===== src/rtl/srcp_pkg.sv =====
// Shared types, constants and arithmetic helpers for the serial RTC calendar port.
`default_nettype none
package srcp_pkg;

    localparam int unsigned NUM_DIGITS = 13;

    localparam logic [1:0] CMD_READ  = 2'd0;
    localparam logic [1:0] CMD_WRITE = 2'd1;
    localparam logic [1:0] CMD_TICK  = 2'd2;

    localparam logic [1:0] MODE_READY   = 2'd0;
    localparam logic [1:0] MODE_COMMAND = 2'd1;
    localparam logic [1:0] MODE_READ    = 2'd2;
    localparam logic [1:0] MODE_WRITE   = 2'd3;

    localparam logic [3:0] NIB_START = 4'h0;
    localparam logic [3:0] NIB_CLEAR = 4'h4;
    localparam logic [3:0] NIB_READ  = 4'hD;
    localparam logic [3:0] NIB_CMD   = 4'hE;
    localparam logic [3:0] NIB_NOP   = 4'hF;
    localparam logic [3:0] MARKER    = 4'hF;

    localparam logic [4:0] PTR_NONE  = 5'h1F;
    localparam logic [4:0] PTR_LAST  = 5'd11;
    localparam logic [4:0] PTR_WDAY  = 5'd12;
    localparam logic [4:0] PTR_DONE  = 5'd13;

    localparam logic [11:0] YEAR_OFFSET = 12'd1000;
    localparam logic [11:0] YEAR_EPOCH  = 12'd1900;
    localparam logic [1:0]  EPOCH_CENT4 = 2'd3;

    localparam logic [4:0] MONTH_LEN [12] = '{
        5'd31, 5'd28, 5'd31, 5'd30, 5'd31, 5'd30,
        5'd31, 5'd31, 5'd30, 5'd31, 5'd30, 5'd31
    };

    typedef enum logic [2:0] {
        ST_IDLE,
        ST_TICK_STEP,
        ST_TICK_WB,
        ST_WD_INIT,
        ST_WD_YEAR,
        ST_WD_MONTH,
        ST_WD_DONE,
        ST_EMIT
    } t_state;

    typedef struct packed {
        logic exec;
        logic tick_step;
        logic tick_wb;
        logic wd_init;
        logic wd_year;
        logic wd_month;
        logic wd_done;
        logic emit;
    } t_ctl;

    typedef struct packed {
        logic is_tick;
        logic wd_needed;
        logic sec_over;
        logic year_more;
        logic month_more;
        logic out_free;
    } t_stat;

    function automatic logic [10:0] div10(input logic [10:0] x);
        logic [29:0] p;
        p = 30'(x) * 30'd52429;
        return p[29:19];
    endfunction

    function automatic logic [4:0] div100(input logic [10:0] x);
        logic [23:0] p;
        p = 24'(x) * 24'd5243;
        return p[23:19];
    endfunction

    function automatic logic [2:0] mod7(input logic [5:0] x);
        logic [5:0] v;
        v = x;
        if (v >= 6'd28) v = v - 6'd28;
        if (v >= 6'd14) v = v - 6'd14;
        if (v >= 6'd7)  v = v - 6'd7;
        return v[2:0];
    endfunction

    function automatic logic [7:0] pair(input logic [3:0] u, input logic [3:0] t);
        return 8'(u) + 8'(t) * 8'd10;
    endfunction

endpackage
`default_nettype wire


===== src/rtl/srcp_ctrl.sv =====
// Sequencing state machine for the serial RTC calendar port.
`default_nettype none
module srcp_ctrl
    import srcp_pkg::*;
(
    input  wire logic   i_clk,
    input  wire logic   i_rst_n,
    input  wire logic   i_valid,
    input  wire t_stat  i_stat,
    output t_ctl        o_ctl,
    output logic        o_stall,
    output t_state      o_state
);

    t_state r_state, n_state;

    always_ff @(posedge i_clk) begin
        if (!i_rst_n) begin
            r_state <= ST_IDLE;
        end else begin
            r_state <= n_state;
        end
    end

    always_comb begin
        n_state = r_state;
        unique case (r_state)
            ST_IDLE: begin
                if (i_valid) begin
                    if (i_stat.is_tick)        n_state = ST_TICK_STEP;
                    else if (i_stat.wd_needed) n_state = ST_WD_INIT;
                    else                       n_state = ST_EMIT;
                end
            end
            ST_TICK_STEP: if (!i_stat.sec_over) n_state = ST_TICK_WB;
            ST_TICK_WB:   n_state = ST_EMIT;
            ST_WD_INIT:   n_state = ST_WD_YEAR;
            ST_WD_YEAR:   if (!i_stat.year_more) n_state = ST_WD_MONTH;
            ST_WD_MONTH:  if (!i_stat.month_more) n_state = ST_WD_DONE;
            ST_WD_DONE:   n_state = ST_EMIT;
            ST_EMIT:      if (i_stat.out_free) n_state = ST_IDLE;
            default:      n_state = ST_IDLE;
        endcase
    end

    always_comb begin
        o_ctl   = '0;
        o_stall = 1'b1;
        unique case (r_state)
            ST_IDLE: begin
                o_stall    = 1'b0;
                o_ctl.exec = i_valid;
            end
            ST_TICK_STEP: o_ctl.tick_step = i_stat.sec_over;
            ST_TICK_WB:   o_ctl.tick_wb   = 1'b1;
            ST_WD_INIT:   o_ctl.wd_init   = 1'b1;
            ST_WD_YEAR:   o_ctl.wd_year   = i_stat.year_more;
            ST_WD_MONTH:  o_ctl.wd_month  = i_stat.month_more;
            ST_WD_DONE:   o_ctl.wd_done   = 1'b1;
            ST_EMIT:      o_ctl.emit      = i_stat.out_free;
            default:      o_ctl           = '0;
        endcase
    end

    assign o_state = r_state;

endmodule
`default_nettype wire


===== src/rtl/srcp_dp.sv =====
// Digit store, port decoding, second carry and weekday walk datapath.
`default_nettype none
module srcp_dp
    import srcp_pkg::*;
(
    input  wire logic       i_clk,
    input  wire logic       i_rst_n,
    input  wire t_ctl       i_ctl,
    input  wire logic [1:0] i_cmd,
    input  wire logic [3:0] i_write_data,
    input  wire logic       i_stall,
    output t_stat           o_stat,
    output logic            o_valid,
    output logic [3:0]      o_read_data
);

    logic [3:0]  r_store [NUM_DIGITS];
    logic [3:0]  n_store [NUM_DIGITS];
    logic [1:0]  r_mode, n_mode;
    logic [4:0]  r_ptr, n_ptr;
    logic [3:0]  r_res, n_res;

    logic [7:0]  r_sec, r_min, r_hr, r_day;
    logic [7:0]  n_sec, n_min, n_hr, n_day;
    logic [3:0]  r_mon, n_mon, r_wd, n_wd;
    logic [10:0] r_yr, n_yr;
    logic        r_leap, n_leap;

    logic [11:0] r_yt, n_yt, r_y, n_y;
    logic [1:0]  r_y4, n_y4, r_c4, n_c4;
    logic [6:0]  r_y100, n_y100;
    logic [2:0]  r_acc, n_acc;
    logic [3:0]  r_m, n_m, r_mt, n_mt;
    logic [4:0]  r_dt, n_dt;

    logic        r_out_valid;
    logic [3:0]  r_out_data;

    logic [3:0]  v;
    logic [7:0]  t_yr, t_day;
    logic [4:0]  cent;
    logic [10:0] y_full;
    logic [11:0] y_abs;
    logic [3:0]  m_idx;
    logic [4:0]  m_len;
    logic        leap_w;
    logic [10:0] q_sec, q_min, q_hr, q_day, q_y10;
    logic [4:0]  q_y100;
    logic [10:0] r10;

    assign v = i_write_data;

    always_comb begin
        t_yr   = pair(r_store[9], r_store[10]);
        cent   = 5'(r_store[11]) + 5'd10 + 5'((t_yr >= 8'd100) ? 1 : 0);
        y_full = 11'(t_yr) + 11'(r_store[11]) * 11'd100;
        y_abs  = 12'(y_full) + YEAR_OFFSET;
        t_day  = pair(r_store[6], r_store[7]);
        leap_w = (r_y4 == 2'd0) && !((r_y100 == 7'd0) && (r_c4 != 2'd0));
        if (r_mon == 4'd0)       m_idx = 4'd3;
        else if (r_mon >= 4'd13) m_idx = r_mon - 4'd13;
        else                     m_idx = r_mon - 4'd1;
        m_len = MONTH_LEN[m_idx];
        if ((m_idx == 4'd1) && r_leap) m_len = m_len + 5'd1;
        q_sec  = div10(11'(r_sec));
        q_min  = div10(11'(r_min));
        q_hr   = div10(11'(r_hr));
        q_day  = div10(11'(r_day));
        q_y10  = div10(r_yr);
        q_y100 = div100(r_yr);
        r10    = r_yr - q_y10 * 11'd10;
    end

    always_comb begin
        n_store = r_store;
        n_mode  = r_mode;
        n_ptr   = r_ptr;
        n_res   = r_res;
        n_sec = r_sec; n_min = r_min; n_hr = r_hr; n_day = r_day;
        n_mon = r_mon; n_wd = r_wd; n_yr = r_yr; n_leap = r_leap;
        n_yt = r_yt; n_y = r_y; n_y4 = r_y4; n_c4 = r_c4; n_y100 = r_y100;
        n_acc = r_acc; n_m = r_m; n_mt = r_mt; n_dt = r_dt;

        if (i_ctl.exec) begin
            n_res = 4'd0;
            case (i_cmd)
                CMD_READ: begin
                    if (r_mode == MODE_READ) begin
                        if (r_ptr[4]) begin
                            n_res = MARKER;
                            n_ptr = 5'd0;
                        end else if (r_ptr > PTR_WDAY) begin
                            n_res = MARKER;
                            n_ptr = PTR_NONE;
                        end else begin
                            n_res = r_store[r_ptr[3:0]];
                            n_ptr = r_ptr + 5'd1;
                        end
                    end
                end
                CMD_WRITE: begin
                    if (v == NIB_READ) begin
                        n_mode = MODE_READ;
                        n_ptr  = PTR_NONE;
                    end else if (v == NIB_CMD) begin
                        n_mode = MODE_COMMAND;
                    end else if (v == NIB_NOP) begin
                        n_mode = r_mode;
                    end else if (r_mode == MODE_WRITE) begin
                        if (!r_ptr[4] && (r_ptr <= PTR_LAST)) begin
                            n_store[r_ptr[3:0]] = v;
                            n_ptr = (r_ptr == PTR_LAST) ? PTR_DONE : r_ptr + 5'd1;
                        end
                    end else if (r_mode == MODE_COMMAND) begin
                        if (v == NIB_START) begin
                            n_mode = MODE_WRITE;
                            n_ptr  = 5'd0;
                        end else if (v == NIB_CLEAR) begin
                            n_mode = MODE_READY;
                            n_ptr  = PTR_NONE;
                            for (int i = 0; i < NUM_DIGITS; i++) n_store[i] = 4'd0;
                        end else begin
                            n_mode = MODE_READY;
                        end
                    end
                end
                CMD_TICK: begin
                    n_sec  = pair(r_store[0], r_store[1]) + 8'd1;
                    n_min  = pair(r_store[2], r_store[3]);
                    n_hr   = pair(r_store[4], r_store[5]);
                    n_day  = t_day;
                    n_mon  = r_store[8];
                    n_yr   = y_full;
                    n_wd   = r_store[12];
                    n_leap = (t_yr[1:0] == 2'd0)
                          && !(((t_yr == 8'd0) || (t_yr == 8'd100)) && (cent[1:0] != 2'd0));
                end
                default: n_res = 4'd0;
            endcase
        end

        if (i_ctl.tick_step) begin
            n_sec = r_sec - 8'd60;
            n_min = r_min + 8'd1;
            if (n_min >= 8'd60) begin
                n_min = 8'd0;
                n_hr  = r_hr + 8'd1;
                if (n_hr >= 8'd24) begin
                    n_hr = 8'd0;
                    n_wd = 4'(mod7(6'(r_wd) + 6'd1));
                    if (r_day < 8'(m_len)) begin
                        n_day = r_day + 8'd1;
                    end else begin
                        n_day = 8'd1;
                        if (r_mon < 4'd12) begin
                            n_mon = r_mon + 4'd1;
                        end else begin
                            n_mon = 4'd1;
                            n_yr  = r_yr + 11'd1;
                        end
                    end
                end
            end
        end

        if (i_ctl.tick_wb) begin
            n_store[0]  = 4'(r_sec - 8'(q_sec * 11'd10));
            n_store[1]  = q_sec[3:0];
            n_store[2]  = 4'(r_min - 8'(q_min * 11'd10));
            n_store[3]  = q_min[3:0];
            n_store[4]  = 4'(r_hr - 8'(q_hr * 11'd10));
            n_store[5]  = q_hr[3:0];
            n_store[6]  = 4'(r_day - 8'(q_day * 11'd10));
            n_store[7]  = q_day[3:0];
            n_store[8]  = r_mon;
            n_store[9]  = r10[3:0];
            n_store[10] = 4'(q_y10 - 11'(q_y100) * 11'd10);
            n_store[11] = 4'(q_y100);
            n_store[12] = 4'(mod7(6'(r_wd)));
        end

        if (i_ctl.wd_init) begin
            n_yt   = (y_abs < YEAR_EPOCH) ? YEAR_EPOCH : y_abs;
            n_y    = YEAR_EPOCH;
            n_y4   = 2'd0;
            n_y100 = 7'd0;
            n_c4   = EPOCH_CENT4;
            n_acc  = 3'd0;
            n_m    = 4'd1;
            if (r_store[8] == 4'd0)      n_mt = 4'd1;
            else if (r_store[8] > 4'd12) n_mt = 4'd12;
            else                         n_mt = r_store[8];
            if (t_day == 8'd0)      n_dt = 5'd1;
            else if (t_day > 8'd31) n_dt = 5'd31;
            else                    n_dt = t_day[4:0];
        end

        if (i_ctl.wd_year) begin
            n_acc = mod7(6'(r_acc) + (leap_w ? 6'd2 : 6'd1));
            n_y   = r_y + 12'd1;
            n_y4  = r_y4 + 2'd1;
            if (r_y100 == 7'd99) begin
                n_y100 = 7'd0;
                n_c4   = r_c4 + 2'd1;
            end else begin
                n_y100 = r_y100 + 7'd1;
            end
        end

        if (i_ctl.wd_month) begin
            n_acc = mod7(6'(r_acc) + 6'(MONTH_LEN[r_m - 4'd1])
                         + (((r_m == 4'd2) && leap_w) ? 6'd1 : 6'd0));
            n_m   = r_m + 4'd1;
        end

        if (i_ctl.wd_done) begin
            n_store[12] = 4'(mod7(6'(r_acc) + 6'(r_dt)));
        end
    end

    always_ff @(posedge i_clk) begin
        if (!i_rst_n) begin
            for (int i = 0; i < NUM_DIGITS; i++) r_store[i] <= 4'd0;
            r_mode      <= MODE_READ;
            r_ptr       <= PTR_NONE;
            r_out_valid <= 1'b0;
        end else begin
            r_store <= n_store;
            r_mode  <= n_mode;
            r_ptr   <= n_ptr;
            if (i_ctl.emit)    r_out_valid <= 1'b1;
            else if (!i_stall) r_out_valid <= 1'b0;
        end
    end

    always_ff @(posedge i_clk) begin
        r_res <= n_res;
        r_sec <= n_sec; r_min <= n_min; r_hr <= n_hr; r_day <= n_day;
        r_mon <= n_mon; r_wd <= n_wd; r_yr <= n_yr; r_leap <= n_leap;
        r_yt <= n_yt; r_y <= n_y; r_y4 <= n_y4; r_c4 <= n_c4; r_y100 <= n_y100;
        r_acc <= n_acc; r_m <= n_m; r_mt <= n_mt; r_dt <= n_dt;
        if (i_ctl.emit) r_out_data <= r_res;
    end

    always_comb begin
        o_stat.is_tick    = (i_cmd == CMD_TICK);
        o_stat.wd_needed  = (i_cmd == CMD_WRITE) && (v != NIB_READ) && (v != NIB_CMD)
                         && (v != NIB_NOP) && (r_mode == MODE_WRITE) && (r_ptr == PTR_LAST);
        o_stat.sec_over   = (r_sec >= 8'd60);
        o_stat.year_more  = (r_y < r_yt);
        o_stat.month_more = (r_m < r_mt);
        o_stat.out_free   = !r_out_valid || !i_stall;
    end

    assign o_valid     = r_out_valid;
    assign o_read_data = r_out_data;

endmodule
`default_nettype wire


===== src/rtl/serial_rtc_calendar_port_unit.sv =====
// Top level of the serial RTC calendar port: controller, datapath and checks.
//
// Input channel: i_valid / o_stall carry i_cmd (read, command write, tick)
// and i_write_data. A transfer happens when i_valid is high and o_stall low.
// Output channel: o_valid / i_stall carry o_read_data, one result per input.
// Reads, command writes and no-ops other than the twelfth digit: idle, then
// emit, which loads the output register once free; input taken only in idle.
// Tick: idle, then the iterative seconds carry (one carry pass per cycle, at
// most two passes), the digit write-back state and emit.
// Writing the twelfth digit starts the weekday walk: one year per cycle from
// 1900 up to the written year, one month per cycle, then the store.
// Reset (synchronous, i_rst_n low) clears all digits, selects read mode and
// parks the digit pointer before the leading frame marker.
// While i_stall holds a result, it stays on o_read_data; the block finishes
// the following item and then waits with o_stall high until the output
// register frees.
`default_nettype none
module serial_rtc_calendar_port_unit
    import srcp_pkg::*;
(
    input  wire logic       i_clk,
    input  wire logic       i_rst_n,
    input  wire logic       i_valid,
    output logic            o_stall,
    input  wire logic [1:0] i_cmd,
    input  wire logic [3:0] i_write_data,
    output logic            o_valid,
    input  wire logic       i_stall,
    output logic [3:0]      o_read_data
);

    t_ctl   w_ctl;
    t_stat  w_stat;
    t_state w_state;

    srcp_ctrl u_ctrl (
        .i_clk   (i_clk),
        .i_rst_n (i_rst_n),
        .i_valid (i_valid),
        .i_stat  (w_stat),
        .o_ctl   (w_ctl),
        .o_stall (o_stall),
        .o_state (w_state)
    );

    srcp_dp u_dp (
        .i_clk        (i_clk),
        .i_rst_n      (i_rst_n),
        .i_ctl        (w_ctl),
        .i_cmd        (i_cmd),
        .i_write_data (i_write_data),
        .i_stall      (i_stall),
        .o_stat       (w_stat),
        .o_valid      (o_valid),
        .o_read_data  (o_read_data)
    );

    a_busy_after_transfer: assert property (@(posedge i_clk) disable iff (!i_rst_n)
        (i_valid && !o_stall) |=> o_stall)
        else $error("input taken while previous item still in progress");

    a_short_item_emits: assert property (@(posedge i_clk) disable iff (!i_rst_n)
        (i_valid && !o_stall && !w_stat.is_tick && !w_stat.wd_needed)
        |=> (w_state == ST_EMIT))
        else $error("plain port access did not go straight to emit");

    a_emit_sets_valid: assert property (@(posedge i_clk) disable iff (!i_rst_n)
        (w_state == ST_EMIT && w_stat.out_free) |=> o_valid)
        else $error("result not presented after emit");

endmodule
`default_nettype wire


===== config.mk =====
export PLATFORM = sky130hd
export DESIGN_NAME = serial_rtc_calendar_port_unit
export DESIGN_NICKNAME = d
export VERILOG_FILES = /design/src/rtl/srcp_pkg.sv /design/src/rtl/srcp_ctrl.sv /design/src/rtl/srcp_dp.sv /design/src/rtl/serial_rtc_calendar_port_unit.sv
export SDC_FILE = /design/constraint.sdc
export NUM_CORES = 1
export LEC_CHECK = 0
export ABC_AREA = 1
export BUFFER_PORTS_ARGS = -buffer_cell sky130_fd_sc_hd__buf_2
export CAP_MARGIN = 20
export CELL_PAD_IN_SITES_DETAIL_PLACEMENT = 2
export CELL_PAD_IN_SITES_GLOBAL_PLACEMENT = 2
export CORE_MARGIN = 2
export CORE_UTILIZATION = 40
export DETAILED_ROUTE_END_ITERATION = 10
export PLACE_DENSITY_LB_ADDON = 0.1
export SYNTH_ARGS = -nofsm -noshare
export SYNTH_HDL_FRONTEND = slang
export SYNTH_SLANG_ARGS = --single-unit
export TNS_END_PERCENT = 100

===== constraint.sdc =====
create_clock -name i_clk -period 6.2 [get_ports i_clk]
set_input_delay 1.55 -clock i_clk [delete_from_list [all_inputs] [get_ports i_clk]]
set_output_delay 1.55 -clock i_clk [all_outputs]
set_load 0.005 [all_outputs]

# --- Yosys cells after proc, flatten, opt, wreduce, memory -nomap -nowiden ---
# Memory sizes are Yosys's and may differ from the RTL's.
# Index checks and enable logic that the tools add are counted.
totals:
  regBits: 174
  mem_bits_ro: 160
  input_bits: 10
  out_inout_bits: 6
  elab_cells: 410
  memories: 2
classes:
  add_sub_neg: 51
  multipliers: 18
  n_lt_le_gt_ge: 32
  eq_ne: 50
  n_mux: 149
  bitwise_logic: 7
  reduce_logical: 62
mem_list:
  columns: ["name", "words", "width", "read_ports", "rd_clocked_by_memory_dff", "write_ports", "line_no", "text"]
  rows:
  - ["(no name shown)", 16, 5, 1, 0, 0, "srcp_dp.sv:211", "n_acc = mod7(6'(r_acc) + 6'(MONTH_LEN[r_m - 4'd1])"]
  - ["(no name shown)", 16, 5, 1, 0, 0, "srcp_dp.sv:63", "m_len = MONTH_LEN[m_idx];"]
ops:
  columns: ["operator", "n"]
  rows:
  - ["52-bit 2-to-1 mux", 11]
  - ["8-bit 2-to-1 mux", 18]
  - ["6-bit 2-to-1 mux", 22]
  - ["8-bit by 16-bit multiplier with 24-bit output, second input constant", 4]
  - ["5-bit 2-to-1 mux", 18]
  - ["4-bit 2-to-1 mux", 22]
  - ["11-bit 2-to-1 mux", 7]
  - ["52-bit bitwise mux", 1]
  - ["3-bit 2-to-1 mux", 16]
  - ["4-bit by 8-bit adder with 8-bit output", 5]
  - ["4-bit by 3-bit multiplier with 7-bit output, second input constant", 5]
  - ["8-bit by 1-bit adder with 8-bit output, second input constant", 4]
  - ["6-bit by 3-bit >= comparator with 1-bit output, second input constant", 5]
  - ["11-bit by 16-bit multiplier with 27-bit output, second input constant", 1]
  - ["9-bit AND reduction", 3]
  - ["5-bit by 3-bit multiplier with 3-bit output, second input constant", 5]
  - ["6-bit by 4-bit >= comparator with 1-bit output, second input constant", 4]
  - ["6-bit by 5-bit >= comparator with 1-bit output, second input constant", 4]
  - ["11-bit by 13-bit multiplier with 24-bit output, second input constant", 1]
  - ["12-bit 2-to-1 mux", 2]
  - ["2-bit 2-to-1 mux", 12]
  - ["4-bit subtractor", 6]
  - ["6-bit by 4-bit subtractor with 6-bit output, second input constant", 4]
  - ["6-bit by 5-bit subtractor with 6-bit output, second input constant", 4]
  - ["81 further kinds", 185]

# --- Depth between registers and ports, before layout ---
# Gate-level depths: netlist of the first run.
depth:
  depth_word: 16
  ltp_mapped: 31
  ltp_nobuf: 31

# --- Hierarchy ---
# Synthesis of the first run repeated with hierarchy kept, for this count alone.
unflattened:
  cells_unflattened: 3174
  area_unflattened_um2: 24464.7
modules_own_cells:
  columns: ["module", "instances", "cells_per_inst", "area_each_um2", "seq_area_each_um2"]
  rows:
  - ["srcp_dp", 1, 3113, 24094.4, 4174.0]
  - ["srcp_ctrl", 1, 61, 370.4, 60.1]

# --- Worst setup path before layout of the first run ---
# OpenSTA, ideal clock, no wires.
synth_path:
  path_kind: "register to register"
  from: "register u_dp.r_yr[5]"
  to: "register u_dp.r_store[11] in the netlist's numbering"
  setup_ps: 109
  arrival_ps: 5436
  required_time_ps: 6091
  slack_ps: 655
  stages_incl_launch_ff: 28
  path_buffers: 0
  synth_period_minus_slack_ps: 5545
  path_cell_list: "dfxtp_1 > fa_1 > fa_1 > inv_1 > fa_1 > fa_1 > fa_1 > inv_1 > ha_1 > a21oi_1 > o21ai_0 > a21oi_1 > nand2_1 > nand2_1 > nand2_1 > inv_1 > ha_1 > inv_1 > fa_1 > xnor2_1 > xnor2_1 > xor2_1 > nand3b_1 > nand2_1 > nand2_1 > nand3_1 > nand2_1 > inv_1"
synth_between:
  elab_chain_cells: 4
  word_cells_on_any_way: 5
  classes_between: "1 x add/sub; 3 x mul; 1 x mux"
synth_lines:
  columns: ["item", "line_no", "text"]
  rows:
  - ["start: declaration", "srcp_dp.sv:26", "logic [10:0] r_yr, n_yr;"]
  - ["start signal: assignment", "srcp_dp.sv:239", "r_mon <= n_mon; r_wd <= n_wd; r_yr <= n_yr; r_leap <= n_leap;"]
  - ["11-bit by 13-bit multiplier with 24-bit output", "srcp_pkg.sv:76", "p = 24'(x) * 24'd5243;"]
  - ["5-bit by 3-bit multiplier with 3-bit output", "srcp_dp.sv:177", "n_store[10] = 4'(q_y10 - 11'(q_y100) * 11'd10);"]
  - ["4-bit subtractor (*)", "srcp_dp.sv:177", null]
  - ["52-bit 2-to-1 mux (*)", "srcp_dp.sv:166", "if (i_ctl.tick_wb) begin"]
  - ["end signal: assignment", "srcp_dp.sv:228", "r_store <= n_store;"]
  - ["end: declaration", "srcp_dp.sv:17", "logic [3:0] r_store [NUM_DIGITS];"]
# Mark *: on every way between the ends. The rest lies on a longest branch, timed or not.
# A chain may end at the register's enable or synchronous reset.

# --- Final worst setup path of the first run ---
layout_path:
  from: "register u_dp.r_yr[3]"
  to: "register u_dp.r_store[11] in the netlist's numbering"
# The elaborated chain is that of the path after synthesis.

==> results of run 1 <==
-- final timing paths --
check	start	end	cells after the start
setup / recovery	u_dp.r_yr[3]	u_dp.r_store[11]	27
setup reg to reg	u_dp.r_yr[3]	u_dp.r_store[11]	27
hold reg to reg	u_dp.r_res[3]	u_dp.o_read_data[3]	0
hold / removal	u_dp.r_res[3]	u_dp.o_read_data[3]	0
-- stage by stage --
stage | instances | util | hold slack [ps] | worst slack (ps) | area (µm²)
after floorplan | 3095 | - | 400 | 655 | 24100
after global placement | 3883 | 0.420 | 406 | 220 | 25200
after detailed placement | 3884 | 0.421 | 409 | -14.4 | 25200
after CTS | 3916 | 0.431 | 427 | 22.3 | 25800
after global routing | 3918 | 0.433 | 448 | -108 | 26000
final | 3918 | 0.433 | 423 | 273 | 26000
-- metal layers --
| layer | share of wire | track usage |
|---|---|---|
| met3 | 0.023 | 0.0267 |
| met2 | 0.49 | 0.476 |
| met4 | 0.020 | 0.0704 |
| met1 | 0.46 | 0.348 |
| met5 | 0.00015 | 0 |
-- registers in the layout, indices dropped and copies added (netlist names), 4 cells and up --
register and cells:
u_dp.r_store 52, u_dp.r_y 12, u_dp.r_yt 12, u_dp.r_yr 11, u_dp.r_day 8, u_dp.r_hr 8, u_dp.r_min 8, u_dp.r_sec 8
u_dp.r_y100 7, u_dp.r_dt 5, u_dp.r_ptr 5, u_dp.o_read_data 4, u_dp.r_m 4, u_dp.r_mon 4, u_dp.r_mt 4, u_dp.r_res 4
u_dp.r_wd 4
-- repair_timing --
item,CTS,global route
gates resized for setup,2,29
hold buffers,0,0
setup endpoints to repair,1,2
pin swaps,0,9
setup buffers,0,1
-- final cells by class --
| type | count | area (µm²) |
|---|---|---|
| Clock buffer | 17 | 425 |
| Timing Repair Buffer | 47 | 327 |
| Multi-Input combinational cell | 2291 | 17600 |
| Inverter | 592 | 2230 |
| Clock inverter | 15 | 158 |
| Sequential cell | 174 | 4250 |
| Tap cell | 782 | 978 |
| Fill cell | 6949 | 34000 |
-- synthesized netlist by cell type (all sizes together), types with 16 or more instances --
library cell / n
nand4: 27
a31oi: 18
o22ai: 16
o211ai: 25
nor2: 223
xor2: 78
a211oi: 16
xnor2: 46
nand2: 502
o21ai: 227
edfxtp: 75
inv: 589
clkbuf: 31
nor3: 41
a21oi: 222
dfxtp: 99
ha: 438
fa: 161
nand3: 137
-- worst max-delay path, cell delays in order, from the launching register on --
cell and delay, ps:
dfxtp_1 360, inv_1 100, ha_2 330, fa_2 590, inv_1 70, fa_1 500, inv_1 90, fa_1 430
inv_1 80, fa_1 460, ha_4 300, nand2_1 80, inv_2 80, nand3_1 100, nor3_2 220, nand3_1 110
o211ai_1 320, xor2_2 210, fa_2 390, xnor2_2 140, xnor2_1 210, xor2_1 210, nand3b_1 160, nand2_1 60
nand2_1 60, nand3_1 70, nand2_1 80, inv_1 40
-- kinds of logic after synthesis --
family          after synthesis  share of synthesized area
mux                           5                    0.00213
fa+ha+maj                   599                      0.361
simple gates                974                      0.176
compound gates              589                      0.140
xor+xnor                    124                     0.0453
buf+inv                     630                     0.0993
flops                       174                      0.176
==> key figures, run 1 <==
Clock network
  – CTS tree: built
  – Worst skew pair latency: 500 ps
  – Total CTS buffers: 17
  – Clk pin slew, worst setup/hold paths: 90 ps
  – Clock root buffer: clkbuf_16
  – H-tree depth: 4
  – Clock sink count: 174
  – Max clock buf depth: 2

Floorplanning
  – DIE AREA: 62300 µm²
  – Core area: 60000 µm²
  – Die X: 250 µm
  – Initial Utilization: 0.402
  – Row count: 90
  – Die Y: 250 µm
  – I/O Pins: 16

Layout
  – N_diodes: 0
  – P&R area growth vs syn: 7.84%
  – Most frequent cells in the layout: inv_1 (570), nand2_1 (490), ha_1 (430)
  – Most common cell after layout, fill and taps aside: inv_1
  – Final nets: 3732
  – Share of layout cells above drive strength 1: 0.0625

Logic synthesis
  – Synth area leaders: ha_1 (23%), fa_1 (13%), edfxtp_1 (9.3%)
  – Yosys warns: 0
  – Count of flip-flops with a built-in enable after synthesis: 75
  – Post-Syn Nets: 3704
  – Sequential area share after synthesis: 0.176
  – Async SR Flop Fraction: 0
  – Distinct cells, synth: 66
  – Ys flop type: dfxtp_1
  – Area leader, netlist: ha_1
  – Top-area cell type share of the netlist area: 0.227
  – Mapped Cells: 3095
  – Mapped cell area: 24100 µm²
  – Avg Cell Area, Syn: 7.79 µm²
  – #FFs+latches synth: 174

Global route
  – Largest net degree at the start of global routing: 52
  – Vias in the first global route: 24500
  – Antenna violations before repair: 1
  – GRT Total Usage: 0.268
  – First-pass GRT wire length: 133000 µm
  – Global route overflow: 0

Timing
  – Final setup fails: 0
  – Max_slew headroom: 0.209
  – Final worst path period need: 5930 ps
  – Worst-margin pin slew: 1170 ps
  – Clock Skew: 20.3 ps
  – FMAX: 169 MHz
  – Slew Limit Fails: 0
  – RSZ-0062 raised after global routing: yes
  – Final period util: 0.956
  – Setup_tns: 0 ps
  – Hold Vio Cnt, Final: 0

Route
  – Post-route DRC: 0
  – DR pass1 iterations: 4
  – Wire per inst: 20.9 µm
  – Routed Antenna Nets: 0
  – Vias per cell: 5.49
  – Iter 0 DRT Violations: 908
  – Routed vias: 21500
  – Overall routed net length: 81800 µm

Critical path
  – Worst Path Required: 6610 ps
  – Critical path endpoint category: register
  – WP data arrival: 6340 ps
  – Flop2flop setup slack: 270 ps
  – Crit path kind: register to register
  – Worst Path Max Fanout: 3
  – Worst setup SP type: register

Placement
  – Post-detail-place hpwl: 68800 µm
  – IO Port Bufs: 15
  – GPL Wtd Cong: 0.894

Run
  – # Max-Cap Violations: 0

Worst hold path
  – Worst hold path class: register to register

Status
  – Outcome: finished clean
Power of run 1 is not shown: default switching activity piles up to over one toggle a cycle in this logic, so the estimate is an artifact.
==> inputs of run 2 (changes only) <==
BUFFER_PORTS_ARGS = unset   (was -buffer_cell sky130_fd_sc_hd__buf_2)
CORE_UTILIZATION = 41   (was 40)
DONT_BUFFER_PORTS = 1   (was unset)
==> run 2 against run 1 <==
  * Cell count down 0.79%
  * Maximum frequency down 1.4%
  * Critical path depth up 1
  * Clock skew down 4.2 ps
  * Highest routed layer is now met4
==> key figures, run 2 (synthesis results as in run 1) <==
Status
  – Outcome: finished clean (unchanged)

Timing
  – Worst-margin pin slew: 1140 ps (was 1170 ps)
  – FMAX: 166 MHz (was 169 MHz)
  – Slew Limit Fails: 0 (unchanged)
  – Final period util: 0.970 (was 0.956)
  – Clock Skew: 16.1 ps (was 20.3 ps)
  – Hold_ws: 431 ps (was 423 ps)
  – Hold Vio Cnt, Final: 0 (unchanged)
  – PnR worst setup slack: 189 ps (was 273 ps)
  – Final setup fails: 0 (unchanged)
  – Max_slew headroom: 0.237 (was 0.209)
  – Final worst path period need: 6010 ps (was 5930 ps)

Critical path
  – Worst setup SP type: register (unchanged)
  – Critical path endpoint category: register (unchanged)
  – Crit path kind: register to register (unchanged)
  – WP buf/inv: 6 (unchanged)
  – Flop2flop setup slack: 190 ps (was 270 ps)
  – Cell family with most CP delay: adder cells (unchanged)
  – CP max stage delay: 550 ps (was 590 ps)
  – CP most frequent cell: nand2_1 (was inv_1)
  – Crit-path slowest cell: fa_1 (was fa_2)
  – R2R cell count: 28 (was 27)
  – R2r startpoint: u_dp.r_yr[3] (unchanged)
  – Crit Reg-Reg Endpoint: u_dp.r_store[11] (unchanged)
  – Worst Path Required: 6610 ps (about the same)
  – WP data arrival: 6420 ps (was 6340 ps)
  – Worst Path Max Fanout: 7 (was 3)

Layout
  – Most frequent cells in the layout: inv_1 (569), nand2_1 (488), ha_1 (431) (was inv_1 (570), nand2_1 (490), ha_1 (430))
  – Max reg flops: 52 (unchanged)
  – Largest regs: u_dp.r_store (52), u_dp.r_y (12), u_dp.r_yt (12) (unchanged)
  – Share of layout cells above drive strength 1: 0.0615 (was 0.0625)
  – Final cell count without fillers: 3887 (was 3918)
  – N_diodes: 0 (unchanged)
  – Largest Register: u_dp.r_store (unchanged)
  – Most common cell after layout, fill and taps aside: inv_1 (unchanged)
  – Final nets: 3718 (was 3732)
  – P&R area growth vs syn: 7.65% (was 7.84%)

Route
  – Post-route DRC: 0 (unchanged)
  – Overall routed net length: 82200 µm (was 81800 µm)
  – Vias per cell: 5.51 (was 5.49)
  – Routed Antenna Nets: 0 (unchanged)
  – Wire per inst: 21.1 µm (was 20.9 µm)
  – DR pass1 iterations: 5 (was 4)
  – Routed vias: 21400 (was 21500)
  – Iter 0 DRT Violations: 947 (was 908)

Global route
  – Largest net degree at the start of global routing: 52 (unchanged)
  – Vias in the first global route: 24500 (about the same)
  – First-pass GRT wire length: 133000 µm (unchanged)
  – GRT Total Usage: 0.277 (was 0.268)
  – Global route overflow: 0 (unchanged)
  – Antenna violations before repair: 0 (was 1)

Placement
  – Dpl cells: 3850 (was 3884)
  – Post-detail-place hpwl: 68000 µm (was 68800 µm)
  – Pre-CTS setup slack: -32.5 ps (was -14.4 ps)
  – IO Port Bufs: 0 (was 15)
  – GPL Wtd Cong: 0.888 (was 0.894)

Clock network
  – Clk pin slew, worst setup/hold paths: 80 ps (was 90 ps)
  – Clock sink count: 174 (unchanged)
  – H-tree depth: 4 (unchanged)
  – Hold bufs inserted after CTS: 0 (unchanged)
  – Worst skew pair latency: 520 ps (was 500 ps)
  – Max clock buf depth: 2 (unchanged)
  – Total CTS buffers: 17 (unchanged)
  – Clock root buffer: clkbuf_16 (unchanged)
  – CTS tree: built (unchanged)

Floorplanning
  – DIE AREA: 60800 µm² (was 62300 µm²)
  – Die X: 247 µm (was 250 µm)
  – Die Y: 247 µm (was 250 µm)
  – Initial Utilization: 0.416 (was 0.402)
  – Row count: 88 (was 90)
  – I/O Pins: 16 (unchanged)
  – Core area: 57900 µm² (was 60000 µm²)

Run
  – # Max-Cap Violations: 0 (unchanged)

Worst hold path
  – Worst hold path class: register to register (unchanged)
  – Hold path cells: 0 (unchanged)
  – Hold_sp: u_dp.r_res[3] (unchanged)
  – Hold Path Sink: u_dp.o_read_data[3] (unchanged)
-- run 2: stage by stage --
| step | setup TNS, ps | cell area (µm²) | utilization |
|---|---|---|---|
| 5_1_grt | -242 | 26000 | 0.448 |
| 3_5_place_dp | -32.5 | 25100 | 0.434 |
| 2_1_floorplan | 0 | 24100 | - |
| 6_report | 0 | 26000 | 0.448 |
| 4_1_cts | 0 | 25700 | 0.445 |
| 3_3_place_gp | 0 | 25100 | 0.434 |
-- run 2: worst max-delay path by stage --
stage | startpoint | end | slack (ps) | cells after the start
3_5_place_dp | u_dp.r_yr[3] | u_dp.r_store[11] | -30 | 30
2_1_floorplan | u_dp.r_yr[5] | u_dp.r_store[11] | 660 | 27
4_1_cts | u_dp.r_yr[8] | u_dp.r_store[11] | 10 | 28
6_report | u_dp.r_yr[3] | u_dp.r_store[11] | 190 | 28
5_1_grt | u_dp.r_yr[3] | u_dp.r_store[11] | -180 | 28
3_3_place_gp | u_dp.r_yr[9] | u_dp.r_store[11] | 230 | 28
-- run 2: area by class of cell --
| type | count | area (µm²) |
|---|---|---|
| clock inverters | 15 | 174 |
| flip-flops and latches | 174 | 4250 |
| multi-input cells | 2291 | 17700 |
| fillers | 6678 | 32000 |
| clock buffers | 17 | 425 |
| repair buffers | 33 | 251 |
| well taps | 765 | 957 |
| inverters | 592 | 2230 |
-- run 2: timing repair --
| action | in CTS | in global routing |
|---|---|---|
| endpoints found under the setup margin | 1 | 2 |
| gates resized for setup | 2 | 41 |
| buffers inserted | 1 | 4 |
| hold endpoints to repair | 0 | 0 |
| pin swaps | 1 | 12 |
-- run 2: per-layer routing --
layer  global-route usage  wire [µm]  vias to the layer above
li1                     -          -                    10300
met1                0.366      38200                    10900
met2                0.487      40600                      220
met3               0.0295       2090                       73
met4               0.0601       1220                        0
met5                    0          0                        -
Power of run 2 is left out for the same reason.
==> inputs of run 3 (changes only) <==
==> constraint.sdc (replaced) <==
create_clock -name i_clk -period 6.2 [get_ports i_clk]
set_input_delay 0.62 -clock i_clk [delete_from_list [all_inputs] [get_ports i_clk]]
set_output_delay 0.62 -clock i_clk [all_outputs]
set_load 0.005 [all_outputs]
==> run 3 against run 2 <==
  * Final area barely moved
  * Die area did not move
  * Highest routed layer unchanged
  * Critical path depth fell by 1
  * Count of clock-buffer cells in the layout rose by 1
  * Clock skew barely moved
  * Sequential cell count did not move
  * First-iteration DRC count rose by 3.8%
  * Core utilization barely moved
  * Largest cell class unchanged
==> key figures, run 3 (synthesis results as in run 1) <==
Layout
  – Largest Register: u_dp.r_store (unchanged)
  – Most common cell after layout, fill and taps aside: inv_1 (unchanged)
  – Register area: 4240 µm² (was 4250 µm²)
  – Largest regs: u_dp.r_store (52), u_dp.r_y (12), u_dp.r_yt (12) (unchanged)
  – Post-route core utilization: 0.448 (about the same)
  – Most frequent cells in the layout: inv_1 (571), nand2_1 (488), ha_1 (427) (was inv_1 (569), nand2_1 (488), ha_1 (431))
  – Multi-input logic area: 17700 µm² (about the same)
  – FILL cells: 6658 (was 6678)
  – Share of layout cells above drive strength 1: 0.0599 (was 0.0615)
  – P&R area growth vs syn: 7.68% (was 7.65%)
  – Fin area: 26000 µm² (about the same)
  – Final nets: 3717 (was 3718)
  – Max reg flops: 52 (unchanged)

Clock network
  – Hold bufs inserted after CTS: 0 (unchanged)
  – CTS tree: built (unchanged)
  – Clk pin slew, worst setup/hold paths: 80 ps (about the same)
  – Total CTS buffers: 17 (unchanged)
  – Worst skew pair latency: 500 ps (was 520 ps)
  – H-tree depth: 4 (unchanged)
  – Clock sink count: 174 (unchanged)
  – Clock root buffer: clkbuf_16 (unchanged)
  – Max clock buf depth: 2 (unchanged)

Timing
  – PnR worst setup slack: 174 ps (was 189 ps)
  – Clock Skew: 16.1 ps (about the same)
  – Final setup fails: 0 (unchanged)
  – Hold Vio Cnt, Final: 0 (unchanged)
  – Max_slew headroom: 0.254 (was 0.237)
  – Worst-margin pin slew: 1110 ps (was 1140 ps)
  – FMAX: 166 MHz (about the same)
  – Final worst path period need: 6030 ps (was 6010 ps)
  – RSZ-0062 raised after global routing: yes
  – Final period util: 0.972 (was 0.970)
  – Slew Limit Fails: 0 (unchanged)

Route
  – Post-route DRC: 0 (unchanged)
  – DR pass1 iterations: 5 (unchanged)
  – Overall routed net length: 81400 µm (was 82200 µm)
  – Routed vias: 21500 (was 21400)
  – Wire per inst: 20.9 µm (was 21.1 µm)
  – Routed Antenna Nets: 0 (unchanged)
  – Vias per cell: 5.53 (was 5.51)
  – Iter 0 DRT Violations: 983 (was 947)

Status
  – Outcome: finished clean (unchanged)

Placement
  – Placed Instance Area: 25100 µm² (unchanged)
  – IO Port Bufs: 0 (unchanged)
  – Post-detail-place hpwl: 67400 µm (was 68000 µm)
  – GPL Wtd Cong: 0.885 (was 0.888)
  – Pre-CTS setup slack: -137 ps (was -32.5 ps)

Floorplanning
  – Core area: 57900 µm² (unchanged)
  – Die Y: 247 µm (unchanged)
  – I/O Pins: 16 (unchanged)
  – Initial Utilization: 0.416 (unchanged)
  – DIE AREA: 60800 µm² (unchanged)
  – Die X: 247 µm (unchanged)
  – Row count: 88 (unchanged)

Worst hold path
  – Worst hold path class: primary input to register (was register to register)

Critical path
  – WP data arrival: 6420 ps (about the same)
  – Crit path kind: register to register (unchanged)
  – Worst setup SP type: register (unchanged)
  – Worst Path Required: 6590 ps (was 6610 ps)
  – Critical path endpoint category: register (unchanged)
  – Worst Path Max Fanout: 6 (was 7)

Global route
  – Antenna violations before repair: 0 (unchanged)
  – Global route overflow: 0 (unchanged)
  – Vias in the first global route: 24300 (was 24500)
  – First-pass GRT wire length: 132000 µm (was 133000 µm)
  – Largest net degree at the start of global routing: 52 (unchanged)
  – GRT Total Usage: 0.274 (was 0.277)

Run
  – # Max-Cap Violations: 0 (unchanged)
[run 3: cell count changes in the layout (fill, tap and decap cells not counted), sizes merged]
cell,previous run,this run
clkinv,9,3
bufinv,0,3
inv,596,599
buf,33,31
clkbuf,17,19
clkinvlp,2,1
diode,0,1
[run 3: layout make-up]
class | instances | area share
Multi-Input combinational cell | 2291 | 0.681
Inverter | 592 | 0.0858
Clock inverter | 14 | 0.00723
Antenna cell | 1 | 0.0000964
Sequential cell | 174 | 0.163
Clock buffer | 18 | 0.0165
Timing Repair Buffer | 32 | 0.00930
Tap cell | 765 | 0.0369
[run 3: worst max-delay path, stage by stage (launching register included)]
cell	delay, ps
dfxtp_2	370
buf_4	170
fa_1	520
fa_1	500
inv_1	60
fa_1	500
fa_1	450
inv_1	100
fa_1	470
ha_4	300
nand2_1	80
o21ai_0	220
a21oi_1	140
buf_4	160
nand3_2	90
nand2_1	80
inv_1	100
ha_2	190
inv_1	70
fa_2	380
xnor2_2	160
xnor2_2	150
xor2_1	180
nand3b_1	200
nand3b_1	90
nand3_1	80
nand2_1	60
inv_1	40
[run 3: worst paths after layout]
kind	to	slack, ps	startpoint	depth (start not counted)
worst max-delay path	u_dp.r_store[11]	170	u_dp.r_yr[8]	27
worst max register to register	u_dp.r_store[11]	170	u_dp.r_yr[8]	27
worst min register to register	u_dp.o_read_data[1]	430	u_dp.r_res[1]	0
worst min-delay path	u_dp.r_ptr[2]	270	i_rst_n	1
[run 3: per-stage QoR]
stage / setup TNS, ps / hold WS (ps) / cells
2_1_floorplan: 0 / 400 / 3095
3_3_place_gp: 0 / 410 / 3850
3_5_place_dp: -137 / 414 / 3850
4_1_cts: 0 / 216 / 3884
5_1_grt: -127 / 228 / 3886
6_report: 0 / 270 / 3887
[run 3: per-layer routing]
metal  wire length (µm)  share of wire  vias to the layer above  track usage
met5                  0              0                        -            0
met2              40200           0.49                      234        0.485
met4               1030          0.013                        0       0.0493
li1                   -              -                    10300            -
met1              38200           0.47                    10900        0.364
met3               1970          0.024                       63       0.0285
[run 3: timing repair]
item                                    4_1_cts  5_1_grt
pin swaps                                     2        5
endpoints found under the setup margin        1        2
gates resized for setup                      10       26
buffers inserted                              2        1
hold endpoints to repair                      0        0
cloned                                        0        0
Power of run 3 is left out for the same reason.
